**src/rtl/core/assert_macros.svh**
```systemverilog
// assertion helpers, empty when synthesizing
`ifndef ASSERT_MACROS_SVH
`define ASSERT_MACROS_SVH
`ifndef SYNTHESIS
`define IDC_ASSERT(lbl, prop, msg) \
    lbl: assert property (@(posedge i_clk) disable iff (!i_rst_n) prop) else $error(msg);
`define IDC_ASSERT_RST(lbl, prop, msg) \
    lbl: assert property (@(posedge i_clk) prop) else $error(msg);
`else
`define IDC_ASSERT(lbl, prop, msg)
`define IDC_ASSERT_RST(lbl, prop, msg)
`endif
`endif

```
**src/rtl/core/idc_pkg.sv**
```systemverilog
package idc_pkg;

    localparam int unsigned AxisW     = 16;
    localparam int unsigned StampW    = 32;
    localparam int unsigned SumW      = 32;
    localparam int unsigned MagW      = 16;
    localparam int unsigned GravW     = 13;
    localparam int unsigned CfgIdxW   = 3;
    localparam int unsigned CfgDataW  = 16;
    localparam int unsigned InTdataW  = 88;
    localparam int unsigned OutTdataW = 24;
    localparam int unsigned QueueDepth = 2;

    localparam logic [CfgIdxW-1:0] CfgJerkLimit  = 3'd0;
    localparam logic [CfgIdxW-1:0] CfgAccelLimit = 3'd1;
    localparam logic [CfgIdxW-1:0] CfgWindowMs   = 3'd2;
    localparam logic [CfgIdxW-1:0] CfgGravity    = 3'd3;

    localparam logic [1:0] OutcomeNone      = 2'd0;
    localparam logic [1:0] OutcomeCancelled = 2'd1;
    localparam logic [1:0] OutcomeSent      = 2'd2;
    localparam logic [1:0] OutcomeMissed    = 2'd3;

    localparam logic [15:0]      JerkLimitRst  = 16'd10240;
    localparam logic [15:0]      AccelLimitRst = 16'd10240;
    localparam logic [15:0]      WindowMsRst   = 16'd3000;
    localparam logic [GravW-1:0] GravityRst    = 13'd2509;

    localparam logic [9:0] MsPerSec = 10'd1000;

    typedef struct packed {
        logic [15:0]      jerk_limit;
        logic [15:0]      accel_limit;
        logic [15:0]      window_ms;
        logic [GravW-1:0] gravity_offset;
    } t_cfg;

    typedef struct packed {
        logic [SumW-1:0]   sum;
        logic [StampW-1:0] dt;
        logic [StampW-1:0] stamp;
        logic              button;
        logic              link;
    } t_item;

    typedef struct packed {
        logic [MagW-1:0] magnitude;
        logic [1:0]      outcome;
        logic            impact_now;
        logic            alert_on;
    } t_result;

endpackage

```
**src/rtl/core/idc_fifo.sv**
```systemverilog
module idc_fifo #(
    parameter int unsigned DEPTH = idc_pkg::QueueDepth
) (
    input  logic           i_clk,
    input  logic           i_rst_n,
    input  logic           i_push,
    input  idc_pkg::t_item i_item,
    output logic           o_full,
    input  logic           i_pop,
    output logic           o_valid,
    output idc_pkg::t_item o_item
);

    localparam int unsigned PtrW = (DEPTH > 1) ? $clog2(DEPTH) : 1;
    localparam int unsigned CntW = $clog2(DEPTH + 1);
    localparam logic [PtrW-1:0] LastPtr = PtrW'(DEPTH - 1);
    localparam logic [CntW-1:0] FullCnt = CntW'(DEPTH);

    idc_pkg::t_item  r_mem [DEPTH];
    logic [PtrW-1:0] r_wr_ptr, n_wr_ptr;
    logic [PtrW-1:0] r_rd_ptr, n_rd_ptr;
    logic [CntW-1:0] r_count, n_count;
    logic            w_push, w_pop;

    assign o_full  = (r_count == FullCnt);
    assign o_valid = (r_count != '0);
    assign o_item  = r_mem[r_rd_ptr];
    assign w_push  = i_push && !o_full;
    assign w_pop   = i_pop && o_valid;

    always_comb begin
        n_wr_ptr = r_wr_ptr;
        n_rd_ptr = r_rd_ptr;
        n_count  = r_count;
        if (w_push) begin
            n_wr_ptr = (r_wr_ptr == LastPtr) ? '0 : r_wr_ptr + 1'b1;
        end
        if (w_pop) begin
            n_rd_ptr = (r_rd_ptr == LastPtr) ? '0 : r_rd_ptr + 1'b1;
        end
        if (w_push && !w_pop) begin
            n_count = r_count + 1'b1;
        end else if (w_pop && !w_push) begin
            n_count = r_count - 1'b1;
        end
    end

    always_ff @(posedge i_clk) begin
        if (!i_rst_n) begin
            r_wr_ptr <= '0;
            r_rd_ptr <= '0;
            r_count  <= '0;
        end else begin
            r_wr_ptr <= n_wr_ptr;
            r_rd_ptr <= n_rd_ptr;
            r_count  <= n_count;
        end
    end

    always_ff @(posedge i_clk) begin
        if (w_push) begin
            r_mem[r_wr_ptr] <= i_item;
        end
    end

endmodule

```
**src/rtl/core/idc_front.sv**
```systemverilog
module idc_front (
    input  logic                                i_clk,
    input  logic                                i_rst_n,
    input  logic                                i_valid,
    output logic                                o_ready,
    input  logic signed [idc_pkg::AxisW-1:0]    i_accel_x,
    input  logic signed [idc_pkg::AxisW-1:0]    i_accel_y,
    input  logic signed [idc_pkg::AxisW-1:0]    i_accel_z,
    input  logic [idc_pkg::StampW-1:0]          i_stamp_ms,
    input  logic                                i_button_pressed,
    input  logic                                i_link_connected,
    input  logic [idc_pkg::GravW-1:0]           i_gravity_offset,
    output logic                                o_push,
    output idc_pkg::t_item                      o_item,
    input  logic                                i_full
);

    typedef enum logic [2:0] {
        F_IDLE = 3'b001,
        F_SQ   = 3'b010,
        F_PUSH = 3'b100
    } t_fstate;

    localparam logic [1:0] SqLast = 2'd2;

    t_fstate                           r_state, n_state;
    logic [idc_pkg::StampW-1:0]        r_prev_stamp, n_prev_stamp;
    logic [1:0]                        r_cnt, n_cnt;
    logic signed [idc_pkg::AxisW:0]    r_x, r_y, r_z;
    logic [idc_pkg::StampW-1:0]        r_stamp, r_dt;
    logic                              r_button, r_link;
    logic [idc_pkg::SumW-1:0]          r_sum;

    logic                              w_take;
    logic signed [idc_pkg::AxisW:0]    w_z, w_op;
    logic signed [2*idc_pkg::AxisW+1:0] w_prod;

    assign o_ready = (r_state == F_IDLE);
    assign w_take  = o_ready && i_valid && (i_stamp_ms != r_prev_stamp);
    assign w_z     = {i_accel_z[idc_pkg::AxisW-1], i_accel_z}
                   - {4'b0000, i_gravity_offset};

    always_comb begin
        unique case (r_cnt)
            2'd0:    w_op = r_x;
            2'd1:    w_op = r_y;
            default: w_op = r_z;
        endcase
    end

    assign w_prod = w_op * w_op;

    assign o_push = (r_state == F_PUSH) && !i_full;
    assign o_item = '{sum: r_sum, dt: r_dt, stamp: r_stamp, button: r_button, link: r_link};

    always_comb begin
        n_state      = r_state;
        n_prev_stamp = r_prev_stamp;
        n_cnt        = r_cnt;
        unique case (r_state)
            F_IDLE: begin
                if (w_take) begin
                    n_prev_stamp = i_stamp_ms;
                    n_cnt        = '0;
                    n_state      = F_SQ;
                end
            end
            F_SQ: begin
                n_cnt = r_cnt + 1'b1;
                if (r_cnt == SqLast) begin
                    n_state = F_PUSH;
                end
            end
            F_PUSH: begin
                if (!i_full) begin
                    n_state = F_IDLE;
                end
            end
            default: n_state = F_IDLE;
        endcase
    end

    always_ff @(posedge i_clk) begin
        if (!i_rst_n) begin
            r_state      <= F_IDLE;
            r_prev_stamp <= '0;
            r_cnt        <= '0;
        end else begin
            r_state      <= n_state;
            r_prev_stamp <= n_prev_stamp;
            r_cnt        <= n_cnt;
        end
    end

    always_ff @(posedge i_clk) begin
        if (w_take) begin
            r_x      <= {i_accel_x[idc_pkg::AxisW-1], i_accel_x};
            r_y      <= {i_accel_y[idc_pkg::AxisW-1], i_accel_y};
            r_z      <= w_z;
            r_stamp  <= i_stamp_ms;
            r_dt     <= i_stamp_ms - r_prev_stamp;
            r_button <= i_button_pressed;
            r_link   <= i_link_connected;
            r_sum    <= '0;
        end else if (r_state == F_SQ) begin
            r_sum <= r_sum + w_prod[idc_pkg::SumW-1:0];
        end
    end

endmodule

```
**src/rtl/core/idc_back.sv**
```systemverilog
module idc_back (
    input  logic             i_clk,
    input  logic             i_rst_n,
    input  logic             i_valid,
    output logic             o_pop,
    input  idc_pkg::t_item   i_item,
    input  idc_pkg::t_cfg    i_cfg,
    output logic             o_valid,
    input  logic             i_ready,
    output idc_pkg::t_result o_result
);

    typedef enum logic [4:0] {
        B_IDLE   = 5'b00001,
        B_ROOT   = 5'b00010,
        B_LHS    = 5'b00100,
        B_RHS    = 5'b01000,
        B_DECIDE = 5'b10000
    } t_bstate;

    localparam int unsigned MagW = idc_pkg::MagW;
    localparam logic [3:0]  RootLast = 4'd15;

    t_bstate                    r_state, n_state;
    logic [3:0]                 r_step;
    logic [idc_pkg::SumW-1:0]   r_val;
    logic [MagW:0]              r_rem;
    logic [MagW-1:0]            r_root;
    logic [idc_pkg::StampW-1:0] r_dt, r_stamp;
    logic                       r_button, r_link;
    logic [MagW+9:0]            r_lhs;
    logic [MagW+idc_pkg::StampW-1:0] r_rhs;

    logic                       r_alerting, r_button_seen;
    logic [idc_pkg::StampW-1:0] r_impact_stamp;
    logic [MagW-1:0]            r_prev_mag;
    logic                       r_out_valid;
    idc_pkg::t_result           r_out;

    logic [MagW+2:0]            w_rem_sh, w_trial, w_rem_sub;
    logic [MagW-1:0]            w_diff;
    logic                       w_out_free, w_jerk_high, w_impact;
    logic                       w_alert_a, w_seen_a, w_alert_b;
    logic [idc_pkg::StampW-1:0] w_istamp, w_elapsed;
    logic [1:0]                 w_outcome;

    assign o_valid    = r_out_valid;
    assign o_result   = r_out;
    assign w_out_free = !r_out_valid || i_ready;
    assign o_pop      = (r_state == B_IDLE) && i_valid;

    // one result bit per step, restoring form
    assign w_rem_sh  = {r_rem, r_val[idc_pkg::SumW-1 -: 2]};
    assign w_trial   = {1'b0, r_root, 2'b01};
    assign w_rem_sub = w_rem_sh - w_trial;
    assign w_diff   = (r_root >= r_prev_mag) ? r_root - r_prev_mag : r_prev_mag - r_root;

    assign w_jerk_high = {{(idc_pkg::StampW-10){1'b0}}, r_lhs} > r_rhs;
    assign w_impact    = w_jerk_high && (r_root > i_cfg.accel_limit) && !r_alerting;
    assign w_alert_a   = r_alerting || w_impact;
    assign w_istamp    = w_impact ? r_stamp : r_impact_stamp;
    assign w_seen_a    = (w_impact ? 1'b0 : r_button_seen) || (w_alert_a && r_button);
    assign w_elapsed   = r_stamp - w_istamp;

    always_comb begin
        w_alert_b = w_alert_a;
        w_outcome = idc_pkg::OutcomeNone;
        if (w_alert_a && (w_elapsed >= {16'd0, i_cfg.window_ms})) begin
            w_alert_b = 1'b0;
            priority if (w_seen_a) begin
                w_outcome = idc_pkg::OutcomeCancelled;
            end else if (r_link) begin
                w_outcome = idc_pkg::OutcomeSent;
            end else begin
                w_outcome = idc_pkg::OutcomeMissed;
            end
        end
    end

    always_comb begin
        n_state = r_state;
        unique case (r_state)
            B_IDLE:   if (i_valid) n_state = B_ROOT;
            B_ROOT:   if (r_step == RootLast) n_state = B_LHS;
            B_LHS:    n_state = B_RHS;
            B_RHS:    n_state = B_DECIDE;
            B_DECIDE: if (w_out_free) n_state = B_IDLE;
            default:  n_state = B_IDLE;
        endcase
    end

    always_ff @(posedge i_clk) begin
        if (!i_rst_n) begin
            r_state        <= B_IDLE;
            r_alerting     <= 1'b0;
            r_button_seen  <= 1'b0;
            r_impact_stamp <= '0;
            r_prev_mag     <= '0;
            r_out_valid    <= 1'b0;
        end else begin
            r_state <= n_state;
            if ((r_state == B_DECIDE) && w_out_free) begin
                r_alerting     <= w_alert_b;
                r_button_seen  <= w_seen_a;
                r_impact_stamp <= w_istamp;
                r_prev_mag     <= r_root;
                r_out_valid    <= 1'b1;
            end else if (r_out_valid && i_ready) begin
                r_out_valid <= 1'b0;
            end
        end
    end

    always_ff @(posedge i_clk) begin
        unique case (r_state)
            B_IDLE: begin
                r_val    <= i_item.sum;
                r_dt     <= i_item.dt;
                r_stamp  <= i_item.stamp;
                r_button <= i_item.button;
                r_link   <= i_item.link;
                r_rem    <= '0;
                r_root   <= '0;
                r_step   <= '0;
            end
            B_ROOT: begin
                if (w_rem_sh >= w_trial) begin
                    r_rem  <= w_rem_sub[MagW:0];
                    r_root <= {r_root[MagW-2:0], 1'b1};
                end else begin
                    r_rem  <= w_rem_sh[MagW:0];
                    r_root <= {r_root[MagW-2:0], 1'b0};
                end
                r_val  <= {r_val[idc_pkg::SumW-3:0], 2'b00};
                r_step <= r_step + 1'b1;
            end
            B_LHS:    r_lhs <= w_diff * idc_pkg::MsPerSec;
            B_RHS:    r_rhs <= i_cfg.jerk_limit * r_dt;
            B_DECIDE: begin
                if (w_out_free) begin
                    r_out <= '{magnitude: r_root, outcome: w_outcome,
                               impact_now: w_impact, alert_on: w_alert_b};
                end
            end
            default: r_step <= '0;
        endcase
    end

endmodule

```
**src/rtl/core/impact_detect_with_cancel_window.sv**
```systemverilog
// Impact detector with a user cancel window. Each accepted word is one accelerometer
// sample; a sample whose stamp equals the previous one is dropped without a result,
// every other sample gives exactly one result word. The front part takes a sample,
// squares the three axes on one multiplier and queues the sum; the back part runs
// the bit-serial square root, then the jerk products and the alert decision. The
// queue lets the front part take a new sample while the back part still works on
// the last one, until the queue is full. Configuration words are taken at once.
`include "assert_macros.svh"

module impact_detect_with_cancel_window #(
    parameter int unsigned QUEUE_DEPTH = idc_pkg::QueueDepth
) (
    input  logic                              i_clk,
    input  logic                              i_rst_n,
    input  logic                              i_s_axis_tvalid,
    output logic                              o_s_axis_tready,
    // accel_x[15:0] accel_y[31:16] accel_z[47:32] stamp_ms[79:48]
    // button_pressed[80] link_connected[81] zero[87:82]
    input  logic [idc_pkg::InTdataW-1:0]      i_s_axis_tdata,
    output logic                              o_m_axis_tvalid,
    input  logic                              i_m_axis_tready,
    // alert_on[0] impact_now[1] outcome[3:2] magnitude[19:4] zero[23:20]
    output logic [idc_pkg::OutTdataW-1:0]     o_m_axis_tdata,
    input  logic                              i_cfg_valid,
    output logic                              o_cfg_ready,
    input  logic [idc_pkg::CfgIdxW-1:0]       i_cfg_index,
    input  logic [idc_pkg::CfgDataW-1:0]      i_cfg_data
);

    idc_pkg::t_cfg    r_cfg;
    idc_pkg::t_item   w_front_item, w_queue_item;
    idc_pkg::t_result w_result;
    logic             w_push, w_full, w_queue_valid, w_pop;

    assign o_cfg_ready = 1'b1;

    always_ff @(posedge i_clk) begin
        if (!i_rst_n) begin
            r_cfg.jerk_limit     <= idc_pkg::JerkLimitRst;
            r_cfg.accel_limit    <= idc_pkg::AccelLimitRst;
            r_cfg.window_ms      <= idc_pkg::WindowMsRst;
            r_cfg.gravity_offset <= idc_pkg::GravityRst;
        end else if (i_cfg_valid) begin
            unique case (i_cfg_index)
                idc_pkg::CfgJerkLimit:  r_cfg.jerk_limit  <= i_cfg_data;
                idc_pkg::CfgAccelLimit: r_cfg.accel_limit <= i_cfg_data;
                idc_pkg::CfgWindowMs:   r_cfg.window_ms   <= i_cfg_data;
                idc_pkg::CfgGravity:
                    r_cfg.gravity_offset <= i_cfg_data[idc_pkg::GravW-1:0];
                default: ;
            endcase
        end
    end

    idc_front u_front (
        .i_clk            (i_clk),
        .i_rst_n          (i_rst_n),
        .i_valid          (i_s_axis_tvalid),
        .o_ready          (o_s_axis_tready),
        .i_accel_x        (i_s_axis_tdata[15:0]),
        .i_accel_y        (i_s_axis_tdata[31:16]),
        .i_accel_z        (i_s_axis_tdata[47:32]),
        .i_stamp_ms       (i_s_axis_tdata[79:48]),
        .i_button_pressed (i_s_axis_tdata[80]),
        .i_link_connected (i_s_axis_tdata[81]),
        .i_gravity_offset (r_cfg.gravity_offset),
        .o_push           (w_push),
        .o_item           (w_front_item),
        .i_full           (w_full)
    );

    idc_fifo #(
        .DEPTH (QUEUE_DEPTH)
    ) u_queue (
        .i_clk   (i_clk),
        .i_rst_n (i_rst_n),
        .i_push  (w_push),
        .i_item  (w_front_item),
        .o_full  (w_full),
        .i_pop   (w_pop),
        .o_valid (w_queue_valid),
        .o_item  (w_queue_item)
    );

    idc_back u_back (
        .i_clk    (i_clk),
        .i_rst_n  (i_rst_n),
        .i_valid  (w_queue_valid),
        .o_pop    (w_pop),
        .i_item   (w_queue_item),
        .i_cfg    (r_cfg),
        .o_valid  (o_m_axis_tvalid),
        .i_ready  (i_m_axis_tready),
        .o_result (w_result)
    );

    assign o_m_axis_tdata = {4'b0000, w_result};

    `IDC_ASSERT(a_no_overflow, w_push |-> !w_full, "queue push while full")
    `IDC_ASSERT(a_end_closes, (o_m_axis_tvalid && (o_m_axis_tdata[3:2] != idc_pkg::OutcomeNone)) |-> !o_m_axis_tdata[0], "outcome with alert still on")
    `IDC_ASSERT(a_impact_opens, (o_m_axis_tvalid && o_m_axis_tdata[1] && (r_cfg.window_ms != 16'd0)) |-> o_m_axis_tdata[0], "impact did not open window")
    `IDC_ASSERT_RST(a_reset_idle, !i_rst_n |=> !o_m_axis_tvalid, "result valid after reset")

endmodule
```
**config.mk**
```make
export PLATFORM = sky130hd
export DESIGN_NAME = impact_detect_with_cancel_window
export DESIGN_NICKNAME = d
export VERILOG_FILES = /design/src/rtl/core/idc_pkg.sv /design/src/rtl/core/idc_fifo.sv /design/src/rtl/core/idc_front.sv /design/src/rtl/core/idc_back.sv /design/src/rtl/core/impact_detect_with_cancel_window.sv
export VERILOG_INCLUDE_DIRS = /design/src /design/src/rtl/core
export SDC_FILE = /design/constraint.sdc
export NUM_CORES = 2
export LEC_CHECK = 0
export BUFFER_PORTS_ARGS = -buffer_cell sky130_fd_sc_hd__buf_2
export CORE_MARGIN = 2
export CORE_UTILIZATION = 53
export CTS_CLUSTER_SIZE = 8
export DETAILED_ROUTE_END_ITERATION = 10
export PLACE_DENSITY = 0.69
export SETUP_SLACK_MARGIN = 0.15
export SYNTH_ARGS = -nofsm -noshare
export SYNTH_HDL_FRONTEND = slang
export SYNTH_SLANG_ARGS = --single-unit
```
**constraint.sdc**
```tcl
create_clock -name i_clk -period 11.7 [get_ports i_clk]
set_clock_uncertainty 0.2 [all_clocks]
set_input_delay 0.585 -clock i_clk [delete_from_list [all_inputs] [get_ports i_clk]]
set_output_delay 0.585 -clock i_clk [all_outputs]
set_load 0.02 [all_outputs]
```
# After elaboration in Yosys (flattened, before gate mapping)
# Memories as Yosys holds them, arrays and structs flattened. A register that Yosys moved wholly into a read port is not among the register bits.
# Index checks and enable logic that the tools add are counted.
[totals] ram_bits=196 word_cells=157 reg_bits=531 output_inout_bits=27 mem_count=1
[classes] add_sub_neg=13 eq_ne=22 bitwise_logic=1 magnitude_cmp=5 reduce_logical=40 n_mul=3 mux=33
[memory_table] name="u_queue.r_mem" depth=2 word_bits=98 rd=1 rd_clocked_by_memory_dff=1 write_ports=1 line_no="idc_fifo.sv:19" rtl="idc_pkg::t_item r_mem [DEPTH];"
[op_table] cell="17-bit one-hot mux with 2 select lines" n=2
[op_table] cell="32-bit one-hot mux with 2 select lines" n=1
[op_table] cell="32-bit subtractor" n=2
[op_table] cell="26-bit by 48-bit > comparator with 1-bit output" n=1
[op_table] cell="16-bit by 32-bit multiplier with 48-bit output" n=1
[op_table] cell="32-bit adder" n=1
[op_table] cell="32-bit by 16-bit greater-or-equal comparator with 1-bit output" n=1
[op_table] cell="17-bit by 17-bit multiplier with 32-bit output" n=1
[op_table] cell="32-bit two-way mux" n=1
[op_table] cell="32-bit != test" n=1
[op_table] cell="16-bit one-hot mux with 2 select lines" n=1
[op_table] cell="16-bit subtractor" n=2
[op_table] cell="5-bit one-hot mux with 5 select lines" n=1
[op_table] cell="16-bit by 7-bit multiplier with 23-bit output (second input constant)" n=1
[op_table] cell="19-bit by 18-bit greater-or-equal comparator with 1-bit output" n=1
[op_table] cell="17-bit two-way mux" n=1
[op_table] cell="16-bit by 14-bit subtractor with 17-bit output" n=1
[op_table] cell="17-bit subtractor" n=1
[op_table] cell="16-bit greater-or-equal comparator" n=1
[op_table] cell="16-bit > comparator" n=1
[op_table] cell="16-bit two-way mux" n=1
[op_table] cell="5-bit two-way mux" n=3
[op_table] cell="1-bit logical AND" n=14
[op_table] cell="2-bit AND reduction" n=7
[op_table] cell="other kinds (32)" n=69

# Longest topological paths before layout
[logic_depth] depth_word=9 mapped_depth=37 mapped_depth_nobuf=35

# Modules after synthesis
# A second synthesis with hierarchy kept.
[unflattened] cells_unflattened=6016 hier_area_um2=62658.8
[by_module_without_submodules] mod="idc_back" area_per_inst_um2=33554.7 instances=1 cells_per_inst=3484
[by_module_without_submodules] mod="idc_front" area_per_inst_um2=19288.5 instances=1 cells_per_inst=1962
[by_module_without_submodules] mod="idc_fifo" area_per_inst_um2=7380.8 instances=1 cells_per_inst=330
[by_module_without_submodules] mod="impact_detect_with_cancel_window" area_per_inst_um2=2434.8 instances=1 cells_per_inst=240

# Worst setup path after synthesis
# OpenSTA, ideal clock, no wires.
[synth_timing] path_kind="reg-to-reg" from="reg u_back.r_root[0]" to="reg u_back.r_lhs[22], data pin" stages_incl_launch_ff=35 required_time_ns=11.242 t_arrival_ns=7.605 setup_ns=0.258 setup_slack_ns=3.637 path_cell_list="edfxtp_1 inv_1 ha_1 inv_1 fa_1 a21o_1 a21o_1 a21o_1 a21oi_1 o21ba_2 o2111a_1 o41ai_2 clkbuf_1 buf_1 nor2_1 a31oi_1 xor2_1 fa_1 fa_1 fa_1 fa_1 ha_1 inv_1 o21bai_1 a21oi_1 o21bai_1 a21oi_1 o21ai_0 a21oi_1 o21ai_0 a21oi_1 nor2b_1 o21ai_0 nor2b_1 xnor2_1"
[synth_between] elab_chain_cells=3 elab_cells_between_ends=5 cone_classes="add/sub (2); mul (1); order compare (1); mux (1)"
[synth_rtl] item="start: declaration" line_no="idc_back.sv:28" rtl="logic [MagW-1:0] r_root;"
[synth_rtl] item="start signal: assignment" line_no="idc_back.sv:129" rtl="r_root <= {r_root[MagW-2:0], 1'b1};"
[synth_rtl] item="start signal: assignment" line_no="idc_back.sv:132" rtl="r_root <= {r_root[MagW-2:0], 1'b0};"
[synth_rtl] item="16-bit subtractor / 16-bit greater-or-equal comparator (equally long branches)" line_no="idc_back.sv:56" rtl="assign w_diff = (r_root >= r_prev_mag) ? r_root - r_prev_mag : r_prev_mag - r_root;"
[synth_rtl] item="16-bit two-way mux *" line_no="idc_back.sv:56"
[synth_rtl] item="16-bit by 7-bit multiplier with 23-bit output *" line_no="idc_back.sv:137" rtl="B_LHS: r_lhs <= w_diff * idc_pkg::MsPerSec;"
[synth_rtl] item="end signal: assignment" line_no="idc_back.sv:137"
[synth_rtl] item="end: declaration" line_no="idc_back.sv:31" rtl="logic [MagW+9:0] r_lhs;"
# Mark *: on every way between the ends. The rest lies on a longest branch, timed or not.
# A chain may end at the register's enable or synchronous reset.

# Worst setup path after layout
[layout_timing] from="reg u_front.r_cnt[0]" to="reg u_front.r_sum[29] (netlist name)"
[layout_between] elab_chain_cells=4 elab_cells_between_ends=5 cone_classes="add/sub (1); mul (1); eq/ne (1); mux (1); reduce/logical (1)"
[layout_rtl] item="start: declaration" line_no="idc_front.sv:28" rtl="logic [1:0] r_cnt, n_cnt;"
[layout_rtl] item="start signal: assignment" line_no="idc_front.sv:91" rtl="r_cnt <= n_cnt;"
[layout_rtl] item="2-bit by 1-bit == test with 1-bit output / 2-bit logical NOT (equally long branches)" line_no="idc_front.sv:44" rtl="unique case (r_cnt)"
[layout_rtl] item="17-bit one-hot mux with 2 select lines *" line_no="idc_front.sv:44"
[layout_rtl] item="17-bit by 17-bit multiplier with 32-bit output *" line_no="idc_front.sv:51" rtl="assign w_prod = w_op * w_op;"
[layout_rtl] item="32-bit adder *" line_no="idc_front.sv:106" rtl="r_sum <= r_sum + w_prod[idc_pkg::SumW-1:0];"
[layout_rtl] item="end signal: assignment" line_no="idc_front.sv:106"
[layout_rtl] item="end: declaration" line_no="idc_front.sv:32" rtl="logic [idc_pkg::SumW-1:0] r_sum;"
# Marked as above.

==> impl_metrics.ini <==
[setup_path]
critical_path_class = register to register
end_kind = register
crit_family = adder cells
crit_top_cell = fa_1
crit_path_max_incr_delay_ns = 0.59
r2r_start = u_front.r_cnt[0]
critPathBufInv = 7
worstPathArrival_ns = 9.56
cp.required_ns = 12.07
crit_path_max_fanout = 17
crit_path_start = u_front.r_cnt[0]
cp-start-kind = register
critPathSlowestCell = or4_1

[clocking]
cts.path.max_buffers = 3
cts_sinks = 728
cts_tree = built
clockRootBuffer = clkbuf_16
cts_inserted_buffers = 102
cts_max_level = 3
worstSkewPairLatency_ns = 0.70
cts_resized = 0
cts.clk_slew.worst_paths_ns = 0.06

[timing]
hold_viol_final = 0
setup_viol = 0
fin_crit_ns = 9.19
fmax_ghz = 0.109
worstMarginPinSlew_ns = 1.27
slew_viol_final = 0
setup_tns_ns = 0
slew_headroom = 0.149
rsz0062_at_grt = no
min_period_over_period = 0.786

[hold_path]
hold_class = primary input to register
hold_start = i_cfg_data[10]

[finish]
fillers = 9541
multi_input_area_um2 = 36800
seqCellArea_um2 = 20000
layout-drive-gt1-share = 0.0672
nNetsFinal = 7390
area_growth_pct = 9.79

[route]
routedWlPerCell_um = 19.1
viasPerCell = 5.51
vias = 42200
antenna_left = 0
finalWirelength_mm = 146
drt_iter0_drc = 2886
drt_first_pass_iters = 6
drcViolationCount = 0

[grt]
grt_pass1_wl_mm = 236
busiest_layer = met2
use_met3 = 0.0475
grt_util_met2 = 0.422
use_met1 = 0.340
antenna_found_initial = 4
grtUsageTotal = 0.256
grt_max_degree = 106
grt_pass1_vias = 44100
grt.overflow.total = 0

[floorplan]
start_util = 0.535
die_area_um2 = 118000
rows = 124
io_pins = 139
die_w_um = 344
fp.coreArea_um2 = 115000
chipHeight_um = 344

[synth]
synth_seq_cells = 728
synth_warnings = 0
syn_area_um2 = 61300
avgSynthCellArea_um2 = 10.4
ys_dominant_reg_cell = edfxtp_1
synth-edff-count = 537
synth_cell_types = 88
synthCells = 5896
ys_async_sr_fraction = 0
yosysSeqAreaShare = 0.325

[place]
io_buffer_count = 127
dp_hpwl_mm = 108
place.gp.congestion = 0.925

[run]
cap_violations = 0

[status]
status = complete, no violations
[synth_stat cells (94+ instances only)]
cell type | count | area, µm²
a21boi_0 | 124 | 931
a21o_1 | 94 | 706
a21oi_1 | 175 | 876
and2_1 | 155 | 970
clkbuf_1 | 191 | 717
dfxtp_1 | 191 | 3820
edfxtp_1 | 537 | 16100
fa_1 | 774 | 15500
ha_1 | 457 | 5720
inv_1 | 1023 | 3840
nand2_1 | 867 | 3250
nor2_1 | 267 | 1000
o21ai_0 | 171 | 856
xnor2_1 | 132 | 1160
[metrics by stage]
step | area [µm²] | hold WS (ns) | instances | setup WS [ns] | util
floorplan | 61300 | 0.221 | 5899 | 3.64 | -
global placement | 63500 | 0.222 | 7388 | 2.69 | 0.555
detailed placement | 63500 | 0.230 | 7388 | 2.54 | 0.555
CTS | 67300 | 0.00413 | 7647 | 2.50 | 0.588
global route | 67300 | 0.0417 | 7650 | 1.96 | 0.588
finish | 67300 | 0.0602 | 7651 | 2.51 | 0.588
[path summary, 6_finish.rpt]
| path | to | slack (ns) | depth (start not counted) |
|---|---|---|---|
| hold / removal | r_cfg[23] | 0.06 | 3 |
| hold reg to reg | u_queue.r_mem[1][23] | 0.24 | 0 |
| setup / recovery | u_front.r_sum[29] | 2.51 | 27 |
| setup reg to reg | u_front.r_sum[29] | 2.51 | 27 |
[tightest hold or removal path, delay by kind of cell]
family                 cells  cell delay, ns
AO/OA/AOI/OAI              1            0.07
buffers and inverters      1            0.18
AND/OR/NAND/NOR            1            0.08
[routing by layer]
| metal | vias up | share of wire |
|---|---|---|
| li1 | 19400 | - |
| met3 | 320 | 0.074 |
| met1 | 21100 | 0.42 |
| met4 | 2 | 0.033 |
| met2 | 1308 | 0.47 |
| met5 | - | 0.000096 |
[placed cells by master, fill, tap and decap left out, types with 9 or more instances in the layout]
cell,Yosys,layout
or3_1,15,15
dfxtp_1,191,181
o31a_1,14,14
o211ai_1,29,29
dlygate4sd3_1,0,67
xor2_1,54,54
nor2b_1,34,33
nor4_1,15,15
a211oi_1,15,15
o31ai_1,12,12
nor3_1,44,43
edfxtp_1,537,537
a21oi_1,175,174
o21bai_1,22,22
ha_1,457,457
and2_1,155,154
fa_1,774,774
buf_4,5,55
and3_1,11,11
nand2_1,867,865
o211a_1,25,25
o21ai_0,171,171
mux2_2,69,69
dfxtp_2,0,9
nand4_1,25,25
a22o_1,18,18
buf_2,0,126
inv_1,1023,1021
clkbuf_16,0,102
clkbuf_1,191,78
nor2_1,267,267
mux2i_1,72,72
o21a_1,27,27
xnor2_1,132,132
a21boi_0,124,124
nand3_1,58,58
a21o_1,94,94
nand2b_1,31,31
a31oi_1,15,15
[registers in the layout, summed over array words and instances, names as in the netlist, 20 cells and up, named ones only]
signal / flops
u_queue.r_mem: 196
r_cfg: 61
u_back.r_rhs: 48
u_back.r_dt: 32
u_back.r_impact_stamp: 32
u_back.r_stamp: 32
u_back.r_val: 32
u_front.r_dt: 32
u_front.r_prev_stamp: 32
u_front.r_stamp: 32
u_front.r_sum: 32
u_back.r_lhs: 23
u_back.o_result: 20
[cell families after synthesis]
group	count (synthesis)	synth area share
XOR/XNOR	186	0.0266
multiplexers	141	0.0244
buffers and inverters	1234	0.0759
AND/OR/NAND/NOR	1558	0.112
flip-flops	728	0.325
other	2	0.000123
adder cells (fa/ha/maj)	1233	0.346
AO/OA/AOI/OAI	814	0.0896
[layout make-up]
type                    instances  area share
inverters                    1030      0.0575
flip-flops and latches        728       0.297
clock inverters                 8     0.00284
diodes                          4    0.000149
repair buffers                248      0.0255
clock buffers                 184      0.0431
multi-input cells            3937       0.546
well taps                    1512      0.0281
[timing repair]
item / 4_1_cts / 5_1_grt
buffers inserted: 0 / 0
endpoints found under the hold margin: 99 / 0
hold buffers: 67 / 0
Power is not shown: default switching activity piles up to over one toggle a cycle in this logic, so the estimate is an artifact.
